## src/design/icmr_pkg.sv

```systemverilog
`default_nettype none
package icmr_pkg;

    localparam int DATA_W        = 32;
    localparam int LINE_W        = 8;
    localparam int IDX_W         = 5;
    localparam int CMD_W         = 2;
    localparam int ROUTE_WORDS   = 4;
    localparam int ROUTE_W       = 4;
    localparam int CFG_IDX_W     = 2;
    localparam int SRC_PER_WORD  = DATA_W / ROUTE_W;

    localparam int NUM_SOURCES_DEF   = 32;
    localparam int NUM_CPU_LINES_DEF = 8;

    typedef enum logic [CMD_W-1:0] {
        CMD_TICK  = 2'd0,
        CMD_READ  = 2'd1,
        CMD_WRITE = 2'd2
    } t_cmd;

    localparam logic REG_MASK   = 1'b0;
    localparam logic REG_STATUS = 1'b1;

    typedef struct packed {
        logic [DATA_W-1:0] mask;
        logic [DATA_W-1:0] status;
        logic [DATA_W-1:0] n_mask;
        logic [DATA_W-1:0] n_status;
        logic [DATA_W-1:0] rdata;
    } t_state_view;

endpackage
`default_nettype wire

```

## src/design/icmr_req_if.sv

```systemverilog
`default_nettype none
interface icmr_req_if;
    import icmr_pkg::*;

    logic                valid;
    logic                ready;
    logic [CMD_W-1:0]    cmd;
    logic                reg_index;
    logic [DATA_W-1:0]   write_data;
    logic [DATA_W-1:0]   source_levels;

    modport source (output valid, cmd, reg_index, write_data, source_levels, input ready);
    modport sink   (input valid, cmd, reg_index, write_data, source_levels, output ready);
endinterface
`default_nettype wire

```

## src/design/icmr_rsp_if.sv

```systemverilog
`default_nettype none
interface icmr_rsp_if;
    import icmr_pkg::*;

    logic                valid;
    logic                ready;
    logic [DATA_W-1:0]   read_data;
    logic [LINE_W-1:0]   cpu_lines;
    logic                pending_any;
    logic [IDX_W-1:0]    lowest_pending;

    modport source (output valid, read_data, cpu_lines, pending_any, lowest_pending,
                    input ready);
    modport sink   (input valid, read_data, cpu_lines, pending_any, lowest_pending,
                    output ready);
endinterface
`default_nettype wire

```

## src/design/interrupt_controller_mask_route_unit.sv

```systemverilog
// An accepted word's result word is registered and shows on o_rsp in the cycle after it is taken.
// Throughput: one word per cycle; a new word is taken while the result register
// is empty or being drained in the same cycle.
// Reset (synchronous, active low): mask, status and route registers clear to
// zero and the result register empties.
`default_nettype none
module interrupt_controller_mask_route_unit #(
    parameter int NUM_SOURCES   = icmr_pkg::NUM_SOURCES_DEF,
    parameter int NUM_CPU_LINES = icmr_pkg::NUM_CPU_LINES_DEF
) (
    input  wire logic                           i_clk,
    input  wire logic                           i_rst_n,
    icmr_req_if.sink                            i_req,
    icmr_rsp_if.source                          o_rsp,
    input  wire logic                           i_cfg_we,
    input  wire logic [icmr_pkg::CFG_IDX_W-1:0] i_cfg_index,
    input  wire logic [icmr_pkg::DATA_W-1:0]    i_cfg_data
);
    import icmr_pkg::*;

    t_state_view        view;
    logic               accept;
    logic [DATA_W-1:0]  pending;
    logic [LINE_W-1:0]  lines;
    logic               any;
    logic [IDX_W-1:0]   lowest;

    logic               r_out_valid;
    logic [DATA_W-1:0]  r_read_data;
    logic [LINE_W-1:0]  r_cpu_lines;
    logic               r_pending_any;
    logic [IDX_W-1:0]   r_lowest;

    assign i_req.ready = !r_out_valid || o_rsp.ready;
    assign accept      = i_req.valid && i_req.ready;

    icmr_state #(.NUM_SOURCES(NUM_SOURCES)) u_state (
        .i_clk           (i_clk),
        .i_rst_n         (i_rst_n),
        .i_accept        (accept),
        .i_cmd           (i_req.cmd),
        .i_reg_index     (i_req.reg_index),
        .i_write_data    (i_req.write_data),
        .i_source_levels (i_req.source_levels),
        .o_view          (view)
    );

    assign pending = view.n_mask & view.n_status;

    icmr_route #(.NUM_SOURCES(NUM_SOURCES), .NUM_CPU_LINES(NUM_CPU_LINES)) u_route (
        .i_clk       (i_clk),
        .i_rst_n     (i_rst_n),
        .i_cfg_we    (i_cfg_we),
        .i_cfg_index (i_cfg_index),
        .i_cfg_data  (i_cfg_data),
        .i_pending   (pending),
        .o_lines     (lines)
    );

    icmr_prio #(.NUM_SOURCES(NUM_SOURCES)) u_prio (
        .i_pending (pending),
        .o_any     (any),
        .o_lowest  (lowest)
    );

    always_ff @(posedge i_clk) begin
        if (!i_rst_n) begin
            r_out_valid <= 1'b0;
        end else if (accept) begin
            r_out_valid <= 1'b1;
        end else if (o_rsp.ready) begin
            r_out_valid <= 1'b0;
        end
    end

    always_ff @(posedge i_clk) begin
        if (accept) begin
            r_read_data   <= view.rdata;
            r_cpu_lines   <= lines;
            r_pending_any <= any;
            r_lowest      <= lowest;
        end
    end

    assign o_rsp.valid          = r_out_valid;
    assign o_rsp.read_data      = r_read_data;
    assign o_rsp.cpu_lines      = r_cpu_lines;
    assign o_rsp.pending_any    = r_pending_any;
    assign o_rsp.lowest_pending = r_lowest;

    a_mask_read: assert property (@(posedge i_clk) disable iff (!i_rst_n)
        accept && i_req.cmd == CMD_READ && i_req.reg_index == REG_MASK
        |=> o_rsp.valid && o_rsp.read_data == $past(view.mask))
        else $error("mask read returned wrong data");

    a_tick_sets: assert property (@(posedge i_clk) disable iff (!i_rst_n)
        accept && i_req.cmd == CMD_TICK
        |=> ((view.status & $past(i_req.source_levels) & DATA_W'({NUM_SOURCES{1'b1}}))
             == ($past(i_req.source_levels) & DATA_W'({NUM_SOURCES{1'b1}}))))
        else $error("tick lost a source level");

    a_idle_lines: assert property (@(posedge i_clk) disable iff (!i_rst_n)
        o_rsp.valid && !o_rsp.pending_any
        |-> o_rsp.cpu_lines == '0 && o_rsp.lowest_pending == '0)
        else $error("lines or index set with nothing pending");

    a_line0: assert property (@(posedge i_clk) disable iff (!i_rst_n)
        accept |=> !o_rsp.cpu_lines[0])
        else $error("cpu line 0 driven");

endmodule
`default_nettype wire

```

## src/design/icmr_state.sv

```systemverilog
`default_nettype none
module icmr_state #(
    parameter int NUM_SOURCES = icmr_pkg::NUM_SOURCES_DEF
) (
    input  wire logic                        i_clk,
    input  wire logic                        i_rst_n,
    input  wire logic                        i_accept,
    input  wire logic [icmr_pkg::CMD_W-1:0]  i_cmd,
    input  wire logic                        i_reg_index,
    input  wire logic [icmr_pkg::DATA_W-1:0] i_write_data,
    input  wire logic [icmr_pkg::DATA_W-1:0] i_source_levels,
    output icmr_pkg::t_state_view            o_view
);
    import icmr_pkg::*;

    logic [NUM_SOURCES-1:0] r_mask, n_mask;
    logic [NUM_SOURCES-1:0] r_status, n_status;
    logic [DATA_W-1:0]      rdata;

    always_comb begin
        n_mask   = r_mask;
        n_status = r_status;
        rdata    = '0;
        case (t_cmd'(i_cmd))
            CMD_TICK: begin
                n_status = r_status | i_source_levels[NUM_SOURCES-1:0];
            end
            CMD_READ: begin
                rdata = (i_reg_index == REG_STATUS) ? DATA_W'(r_status) : DATA_W'(r_mask);
            end
            CMD_WRITE: begin
                if (i_reg_index == REG_STATUS) begin
                    n_status = r_status & ~i_write_data[NUM_SOURCES-1:0];
                end else begin
                    n_mask = i_write_data[NUM_SOURCES-1:0];
                end
            end
            default: begin
                rdata = '0;
            end
        endcase
    end

    always_ff @(posedge i_clk) begin
        if (!i_rst_n) begin
            r_mask   <= '0;
            r_status <= '0;
        end else if (i_accept) begin
            r_mask   <= n_mask;
            r_status <= n_status;
        end
    end

    assign o_view.mask     = DATA_W'(r_mask);
    assign o_view.status   = DATA_W'(r_status);
    assign o_view.n_mask   = DATA_W'(n_mask);
    assign o_view.n_status = DATA_W'(n_status);
    assign o_view.rdata    = rdata;

endmodule
`default_nettype wire

```

## src/design/icmr_route.sv

```systemverilog
`default_nettype none
module icmr_route #(
    parameter int NUM_SOURCES   = icmr_pkg::NUM_SOURCES_DEF,
    parameter int NUM_CPU_LINES = icmr_pkg::NUM_CPU_LINES_DEF
) (
    input  wire logic                           i_clk,
    input  wire logic                           i_rst_n,
    input  wire logic                           i_cfg_we,
    input  wire logic [icmr_pkg::CFG_IDX_W-1:0] i_cfg_index,
    input  wire logic [icmr_pkg::DATA_W-1:0]    i_cfg_data,
    input  wire logic [icmr_pkg::DATA_W-1:0]    i_pending,
    output      logic [icmr_pkg::LINE_W-1:0]    o_lines
);
    import icmr_pkg::*;

    logic [DATA_W-1:0] r_route [ROUTE_WORDS];
    logic [ROUTE_W-1:0] nib;

    always_ff @(posedge i_clk) begin
        if (!i_rst_n) begin
            for (int w = 0; w < ROUTE_WORDS; w++) begin
                r_route[w] <= '0;
            end
        end else if (i_cfg_we) begin
            r_route[i_cfg_index] <= i_cfg_data;
        end
    end

    always_comb begin
        o_lines = '0;
        nib     = '0;
        for (int s = 0; s < NUM_SOURCES; s++) begin
            nib = r_route[s / SRC_PER_WORD][(s % SRC_PER_WORD) * ROUTE_W +: ROUTE_W];
            for (int k = 1; k < NUM_CPU_LINES; k++) begin
                if (i_pending[s] && nib == ROUTE_W'(k)) begin
                    o_lines[k] = 1'b1;
                end
            end
        end
    end

endmodule
`default_nettype wire

```

## src/design/icmr_prio.sv

```systemverilog
`default_nettype none
module icmr_prio #(
    parameter int NUM_SOURCES = icmr_pkg::NUM_SOURCES_DEF
) (
    input  wire logic [icmr_pkg::DATA_W-1:0] i_pending,
    output      logic                        o_any,
    output      logic [icmr_pkg::IDX_W-1:0]  o_lowest
);
    import icmr_pkg::*;

    always_comb begin
        o_any    = |i_pending[NUM_SOURCES-1:0];
        o_lowest = '0;
        for (int s = NUM_SOURCES - 1; s >= 0; s--) begin
            if (i_pending[s]) begin
                o_lowest = IDX_W'(s);
            end
        end
    end

endmodule
`default_nettype wire
```

## src/flat_wrapper.sv

```systemverilog
// flat-port wrapper written by rule: the top's interface ports become plain ports
module interrupt_controller_mask_route_unit_flat import icmr_pkg::*;
#(
    parameter int NUM_SOURCES   = icmr_pkg::NUM_SOURCES_DEF,
    parameter int NUM_CPU_LINES = icmr_pkg::NUM_CPU_LINES_DEF
)
  (i_clk, i_rst_n, i_cfg_we, i_cfg_index, i_cfg_data, i_req_valid, i_req_cmd, i_req_reg_index, i_req_write_data, i_req_source_levels, i_req_ready, o_rsp_valid, o_rsp_read_data, o_rsp_cpu_lines, o_rsp_pending_any, o_rsp_lowest_pending, o_rsp_ready);
  icmr_req_if i_req_i ();
  icmr_rsp_if o_rsp_i ();
  input  wire logic i_clk;
  input  wire logic i_rst_n;
  input  wire logic i_cfg_we;
  input  wire logic [icmr_pkg::CFG_IDX_W-1:0] i_cfg_index;
  input  wire logic [icmr_pkg::DATA_W-1:0] i_cfg_data;
  input wire logic [$bits(i_req_i.valid)-1:0] i_req_valid;
  input wire logic [$bits(i_req_i.cmd)-1:0] i_req_cmd;
  input wire logic [$bits(i_req_i.reg_index)-1:0] i_req_reg_index;
  input wire logic [$bits(i_req_i.write_data)-1:0] i_req_write_data;
  input wire logic [$bits(i_req_i.source_levels)-1:0] i_req_source_levels;
  output wire logic [$bits(i_req_i.ready)-1:0] i_req_ready;
  output wire logic [$bits(o_rsp_i.valid)-1:0] o_rsp_valid;
  output wire logic [$bits(o_rsp_i.read_data)-1:0] o_rsp_read_data;
  output wire logic [$bits(o_rsp_i.cpu_lines)-1:0] o_rsp_cpu_lines;
  output wire logic [$bits(o_rsp_i.pending_any)-1:0] o_rsp_pending_any;
  output wire logic [$bits(o_rsp_i.lowest_pending)-1:0] o_rsp_lowest_pending;
  input wire logic [$bits(o_rsp_i.ready)-1:0] o_rsp_ready;
  assign i_req_i.valid = i_req_valid;
  assign i_req_i.cmd = i_req_cmd;
  assign i_req_i.reg_index = i_req_reg_index;
  assign i_req_i.write_data = i_req_write_data;
  assign i_req_i.source_levels = i_req_source_levels;
  assign i_req_ready = i_req_i.ready;
  assign o_rsp_valid = o_rsp_i.valid;
  assign o_rsp_read_data = o_rsp_i.read_data;
  assign o_rsp_cpu_lines = o_rsp_i.cpu_lines;
  assign o_rsp_pending_any = o_rsp_i.pending_any;
  assign o_rsp_lowest_pending = o_rsp_i.lowest_pending;
  assign o_rsp_i.ready = o_rsp_ready;
  interrupt_controller_mask_route_unit #(.NUM_SOURCES(NUM_SOURCES), .NUM_CPU_LINES(NUM_CPU_LINES)) u_core (.i_clk(i_clk), .i_rst_n(i_rst_n), .i_req(i_req_i), .o_rsp(o_rsp_i), .i_cfg_we(i_cfg_we), .i_cfg_index(i_cfg_index), .i_cfg_data(i_cfg_data));
endmodule
```

## config.mk

```make
export PLATFORM = sky130hd
export DESIGN_NAME = interrupt_controller_mask_route_unit_flat
export DESIGN_NICKNAME = d
export VERILOG_FILES = /design/src/design/icmr_pkg.sv /design/src/design/icmr_req_if.sv /design/src/design/icmr_rsp_if.sv /design/src/design/interrupt_controller_mask_route_unit.sv /design/src/design/icmr_state.sv /design/src/design/icmr_route.sv /design/src/design/icmr_prio.sv /design/src/flat_wrapper.sv
export SDC_FILE = /design/constraint.sdc
export NUM_CORES = 1
export LEC_CHECK = 0
export BUFFER_PORTS_ARGS = -buffer_cell sky130_fd_sc_hd__buf_2
export CAP_MARGIN = 10
export CORE_UTILIZATION = 40
export DETAILED_ROUTE_END_ITERATION = 10
export MAX_ROUTING_LAYER = met4
export PLACE_DENSITY = 0.56
export SLEW_MARGIN = 10
export SYNTH_ARGS = -nofsm -noshare
export SYNTH_HDL_FRONTEND = slang
export SYNTH_HIERARCHICAL = 1
export SYNTH_SLANG_ARGS = --single-unit
```

## constraint.sdc

```tcl
create_clock -name i_clk -period 2.7 [get_ports i_clk]
set_input_delay 0.27 -clock i_clk [delete_from_list [all_inputs] [get_ports i_clk]]
set_output_delay 0.27 -clock i_clk [all_outputs]
set_load 0.02 [all_outputs]
```

==> impl_metrics.py, run 1 <==
metrics = {
    "run_status": {
        "status": "finished clean",
    },
    "clock_network": {
        "hold_buffers": 55,
        "cts_tree": "yes",
        "numClockSinks": 239,
        "worstSkewPairLatency_ns": 0.55,
        "cts_buffer_depth": 3,
        "path_clk_slew_ns": 0.06,
        "cts_max_level": 1,
        "cts_setup_buffers": 0,
        "post_cts_resized": 0,
        "cts_root_buffer": "clkbuf_16",
        "cts_made_buffers": 27,
    },
    "synth": {
        "yosys.area.top_type": "edfxtp_1",
        "synth_edf_count": 174,
        "yosysWarnings": 6,
        "synth_top_area_share_pct": 40.6,
        "synth_area_leaders": "edfxtp_1, dfxtp_1, and2_1",
        "ys_seq_area_share_pct": 50.7,
        "synth_xor_area_share_pct": 0,
        "synth_top_family_by_area": "simple AND/OR/NAND/NOR gates",
        "avgSynthCellArea_sq_um": 10.3,
        "synth.cell_area_sq_um": 12900,
        "synth_compound_area_share_pct": 14.5,
        "synth_cells": 1255,
        "synthArstFlopShare_pct": 0,
        "netlist-cell-type-count": 52,
        "synthFlopType": "edfxtp_1",
        "synth-simple-area-share_pct": 25.4,
        "muxShareOfSynthArea_pct": 5.29,
        "synth-adder-area-share_pct": 0,
        "syn-num-nets": 1361,
        "ys_seq_elements": 239,
    },
    "route": {
        "drtIter0Drc": 986,
        "drt_wl_total_mm": 51.3,
        "ant_nets": 0,
        "routedWlPerCell_um": 26.1,
        "dr.pass1.iters": 8,
        "vias": 11511,
        "drc": 0,
        "routed_via_density": 5.85,
    },
    "layout": {
        "fillers": 2884,
        "syn_to_final_growth_pct": 26.1,
        "fin_area_sq_um": 16200,
        "seq_area_sq_um": 6530,
        "drive_above_1_share_pct": 25.4,
        "nNetsFinal": 1650,
        "multi_input_area_sq_um": 5840,
        "mostFrequentLayoutCells": "edfxtp_1, buf_2, and2_1, buf_4, nand2_1",
        "stdcell_count": 1967,
        "final_common_cell": "edfxtp_1",
    },
    "worst_setup_path": {
        "endpoint_kind": "register",
        "worst_setup_path_start_kind": "input pin",
        "required_ns": 2.96,
        "cp.arrival_ns": 2.69,
        "crit_type": "in -> reg",
        "cp_max_fo": 29,
    },
    "place": {
        "port_buffers": 153,
        "dp.cells": 1862,
        "placed_area_sq_um": 14800,
        "post-place-ws_ns": -0.208,
        "place_congestion": 1.05,
        "hpwl_mm": 39.5,
    },
    "pwr": {
        "p_int_uw": 6650,
        "power.switching_uw": 2290,
        "power_density_nw_per_um2": 551,
        "p_total_uw": 8940,
        "leakagePower_uw": 0.00623,
        "vdd_ir_drop_max_v": 0.000487,
        "p_seq_share_pct": 48.8,
        "clkPwrFrac_pct": 39.9,
        "switching_share_pct": 25.6,
        "p_comb_share_pct": 11.3,
    },
    "timing": {
        "hold_violations": 0,
        "fin_crit_sh_pct": 90.0,
        "max_freq_mhz": 412,
        "worst_slew_pin_slew_ns": 0.953,
        "slew_viol_final": 0,
        "relSlewSlack_pct": 36.5,
        "rsz0062_at_grt": "false",
        "min_period_ns": 2.43,
        "setup-violations-final": 0,
        "setup_slack_ns": 0.271,
        "clock_skew_ns": 0.0138,
    },
    "global_route": {
        "antenna_found_initial": 0,
        "grt_pass1_vias": 11073,
        "grt_usage_pct": 31.8,
        "grt_pass1_wl_mm": 73.9,
        "grt_max_degree": 87,
        "overflow": 0,
    },
    "floorplan": {
        "chipHeight_um": 181,
        "ioPinCount": 154,
        "rows": 65,
        "core_region_area_sq_um": 31600,
        "die_x_um": 181,
        "initial_core_util_pct": 40.7,
        "die-area_sq_um": 32900,
    },
    "worst_hold_path": {
        "hold_path_class": "in -> reg",
    },
    "job": {
        "cap_violations": 0,
    },
}
routing by layer:
layer	vias up	track usage (%)	part of all wire [%]
met2	464	53.1	48
li1	5283	-	-
met4	0	11.8	4.0
met5	-	-	0
met3	97	2.84	5.4
met1	5667	40.2	42
Yosys cell counts (3+ instances only):
library cell and n:
clkbuf_1 21, nor2_1 42, buf_4 10, inv_1 40, nand2_1 100, o21ai_0 66
mux2i_1 32, o22ai_1 96, clkbuf_2 6, a21oi_1 71, nor3b_4 3, or2_2 16
nand4_1 8, nor3_1 5, and3_1 32, nor4_1 35, nand3_1 34, buf_1 6
a32o_1 32, or3b_2 32, o31ai_1 4, and2_1 129, nand2b_1 69, buf_6 10
dfxtp_1 65, buf_2 10, nand3b_1 32, edfxtp_1 174, o32ai_1 16, mux2_2 30
flip-flops by register name, indices dropped and copies added (netlist names):
| signal | flops |
|---|---|
| u_core/u_state/r_mask | 32 |
| u_core/u_state/r_status | 32 |
| u_core/o_rsp.cpu_lines | 8 |
| u_core/o_rsp.pending_any | 1 |
| u_core/o_rsp.lowest_pending | 5 |
| u_core/o_rsp.read_data | 32 |
| u_core/u_route/r_route | 128 |
| u_core/o_rsp.valid | 1 |
cells by family after synthesis:
| kind of cell | Yosys count |
|---|---|
| multiplexers | 64 |
| AND/OR/NAND/NOR | 553 |
| other | 1 |
| buffers and inverters | 103 |
| AO/OA/AOI/OAI | 295 |
| flip-flops | 239 |
power groups by stage:
stage | clock [uW] | sequential (uW) | combinational, uW
after detailed placement | 0 | 4430 | 939
after global placement | 0 | 4430 | 945
after CTS | 3620 | 4350 | 1010
after global routing | 3750 | 4380 | 1080
final | 3570 | 4360 | 1010
after floorplan | 0 | 4400 | 464
stage by stage:
stage	hold slack (ns)	setup TNS (ns)	util, %
final	0.0170	0	51.3
after global routing	0.0256	0	51.3
after CTS	0.00198	0	51.3
after detailed placement	0.468	-1.37	46.8
after global placement	0.458	-1.56	46.8
after floorplan	0.396	0	-
final cells by class:
class / count / share of cell area (%)
clock inverter: 8 / 0.401
clock buffer: 41 / 4.81
tap: 402 / 3.10
antenna: 1 / 0.0154
multi-input combinational: 913 / 36.0
sequential: 239 / 40.2
inverter: 40 / 0.926
timing repair buffer: 323 / 14.5
path summary, 6_finish.rpt:
check,slack [ns],from,endpoint,cells after the start
hold reg to reg,0.48,u_core/u_state/r_mask[12],u_core/u_state/r_mask[12],2
setup / recovery,0.27,i_req_cmd[0],u_core/o_rsp.cpu_lines[3],10
setup reg to reg,0.37,u_core/u_state/r_status[3],u_core/o_rsp.cpu_lines[3],8
hold / removal,0.02,i_req_write_data[27],u_core/u_state/r_mask[27],3
worst max-delay path, cell delays in order:
cell and delay, ns:
buf_2 0.14, nor3b_4 0.23, buf_12 0.24, mux2_2 0.35, and2_1 0.20, or3b_2 0.33, o22ai_1 0.15, nor4_1 0.48
buf_4 0.19, nand4_1 0.10
Power figures use the tool's default switching activity.
==> inputs of run 2 (changes only) <==
CELL_PAD_IN_SITES_DETAIL_PLACEMENT = 1   (was not set)
CELL_PAD_IN_SITES_GLOBAL_PLACEMENT = 2   (was not set)
CORE_UTILIZATION = 38   (was 40)
PLACE_DENSITY = 0.78   (was 0.56)
SETUP_SLACK_MARGIN = 0.3   (was not set)
==> run 2 against run 1 <==
- core utilization decreased by 1.1 points
- clock skew is 0.011 ns higher
- cell area up 3.4%
- combinational power increased by 5%
- largest power group unchanged
- critical path type unchanged
- sequential power hardly changed
==> impl_metrics.py, run 2 (synthesis gave the netlist of run 1 again) <==
metrics = {
    "layout": {
        "syn_to_final_growth_pct": 30.4,
        "nNetsFinal": 1667,
        "final_util_pct": 50.2,
        "final_common_cell": "edfxtp_1",
        "largest_register": "u_core/u_route/r_route",
        "largest_reg_flops": 128,
        "drive_above_1_share_pct": 28.9,
        "stdcell_count": 2032,
        "mostFrequentLayoutCells": "edfxtp_1, buf_2, buf_4, and2_1, nand2_1",
    },
    "global_route": {
        "overflow": 0,
        "grt_usage_pct": 32.8,
        "grt_max_degree": 102,
        "grt_pass1_vias": 11731,
        "antenna_found_initial": 1,
        "grt_pass1_wl_mm": 79.0,
    },
    "worst_setup_path": {
        "cp_max_fo": 7,
        "reg2reg_depth": 7,
        "endpoint_kind": "register",
        "crit-reg2reg-capture": "u_core/o_rsp.cpu_lines[3]",
        "crit_end": "u_core/o_rsp.cpu_lines[5]",
        "required_ns": 2.98,
        "worst_setup_path_start_kind": "input pin",
        "r2r-start": "u_core/u_state/r_status[7]",
        "cp.arrival_ns": 2.68,
        "reg2reg_slack_ns": 0.40,
        "crit_type": "in -> reg",
        "startpoint": "i_req_cmd[0]",
    },
    "floorplan": {
        "chipHeight_um": 186,
        "rows": 67,
        "initial_core_util_pct": 38.5,
        "ioPinCount": 154,
        "die-area_sq_um": 34600,
        "die_x_um": 186,
        "core_region_area_sq_um": 33400,
    },
    "timing": {
        "rsz0062_at_grt": "true",
        "clock_skew_ns": 0.0249,
        "slew_viol_final": 0,
        "min_period_ns": 2.40,
        "fin_crit_sh_pct": 88.7,
        "whs_ns": 0.0101,
        "setup_slack_ns": 0.304,
        "setup-violations-final": 0,
        "relSlewSlack_pct": 55.4,
        "hold_violations": 0,
        "worst_slew_pin_slew_ns": 0.669,
        "max_freq_mhz": 417,
    },
    "run_status": {
        "status": "finished clean",
    },
    "clock_network": {
        "path_clk_slew_ns": 0.06,
        "cts_max_level": 1,
        "cts_made_buffers": 28,
        "cts_buffer_depth": 3,
        "numClockSinks": 239,
        "worstSkewPairLatency_ns": 0.56,
        "cts_root_buffer": "clkbuf_16",
        "cts_tree": "yes",
    },
    "place": {
        "hpwl_mm": 42.8,
        "post-place-ws_ns": -0.390,
        "dp.cells": 1917,
        "place_congestion": 1.08,
        "port_buffers": 153,
    },
    "route": {
        "dr.pass1.iters": 5,
        "routedWlPerCell_um": 27.4,
        "routed_via_density": 5.72,
        "ant_nets": 0,
        "drtIter0Drc": 635,
        "vias": 11630,
        "drc": 0,
        "drt_wl_total_mm": 55.6,
    },
    "pwr": {
        "leakagePower_uw": 0.00647,
        "vdd_ir_drop_max_v": 0.000478,
        "p_total_uw": 9650,
        "power_density_nw_per_um2": 575,
    },
    "worst_hold_path": {
        "hold_path_class": "in -> reg",
    },
    "job": {
        "cap_violations": 0,
    },
}
## run 2: cell types whose count changed in the layout (fill, tap and decap cells not counted), moves of 7 or more
| cell | previous run | this run |
|---|---|---|
| nor4_1 | 35 | 27 |
| and2_4 | 1 | 12 |
| clkbuf_1 | 10 | 0 |
| buf_4 | 102 | 117 |
| and2_1 | 129 | 116 |
| nor4_2 | 0 | 7 |
## run 2: timing repair
item	in CTS	in global routing
endpoints found under the setup margin	1	5
buffers inserted	1	11
endpoints found under the hold margin	49	0
hold buffers	50	0
gates resized for setup	2	25
pin swaps	1	13
## run 2: final cells by class
cell class | count | area (sq um)
fill | 3726 | 16700
sequential | 239 | 6530
multi-input combinational | 913 | 5970
timing repair buffer | 339 | 2540
clock buffer | 29 | 726
tap | 448 | 561
clock inverter | 23 | 299
inverter | 40 | 150
antenna | 1 | 2.50
## run 2: worst max-delay path, cell delays in order
cell and delay, ns:
buf_2 0.13, nor3b_4 0.31, buf_12 0.18, buf_4 0.14, mux2_2 0.32, and2_1 0.24
nand3b_1 0.26, o22ai_1 0.21, nor4_1 0.35, buf_4 0.18, nand4_1 0.08
## run 2: worst min path at each step
stage,cells after the start,slack [ns],startpoint,endpoint
final,3,0.01,i_req_write_data[19],u_core/u_state/r_mask[19]
after global routing,3,0.03,i_req_write_data[19],u_core/u_state/r_mask[19]
after CTS,3,0.000006,i_req_write_data[18],u_core/u_state/r_mask[18]
after detailed placement,2,0.47,u_core/u_state/r_mask[7],u_core/u_state/r_mask[7]
after global placement,2,0.46,u_core/u_state/r_mask[17],u_core/u_state/r_mask[17]
after floorplan,1,0.40,i_req_source_levels[0],u_core/u_state/r_status[0]
## run 2: where the power goes
| part | internal, uW | switching [uW] | total, uW |
|---|---|---|---|
| Sequential | 4170 | 187 | 4360 |
| Clock | 2620 | 1610 | 4230 |
| Combinational | 429 | 635 | 1060 |
## run 2: stage by stage
stage                     instance area (sq um)  setup TNS, ns
after global placement                    15100          -1.50
after global routing                      16800              0
after detailed placement                  15100          -1.58
final                                     16800              0
after CTS                                 16600              0
after floorplan                           13000              0
## run 2: metal layers
metal	wire [um]	share of wire (%)	vias to the layer above	global-route usage [%]
met4	1490	2.7	0	8.07
met3	2410	4.3	77	2.64
li1	-	-	5322	-
met1	24800	45	5863	42.8
met5	0	0	-	-
met2	26900	48	368	55.1
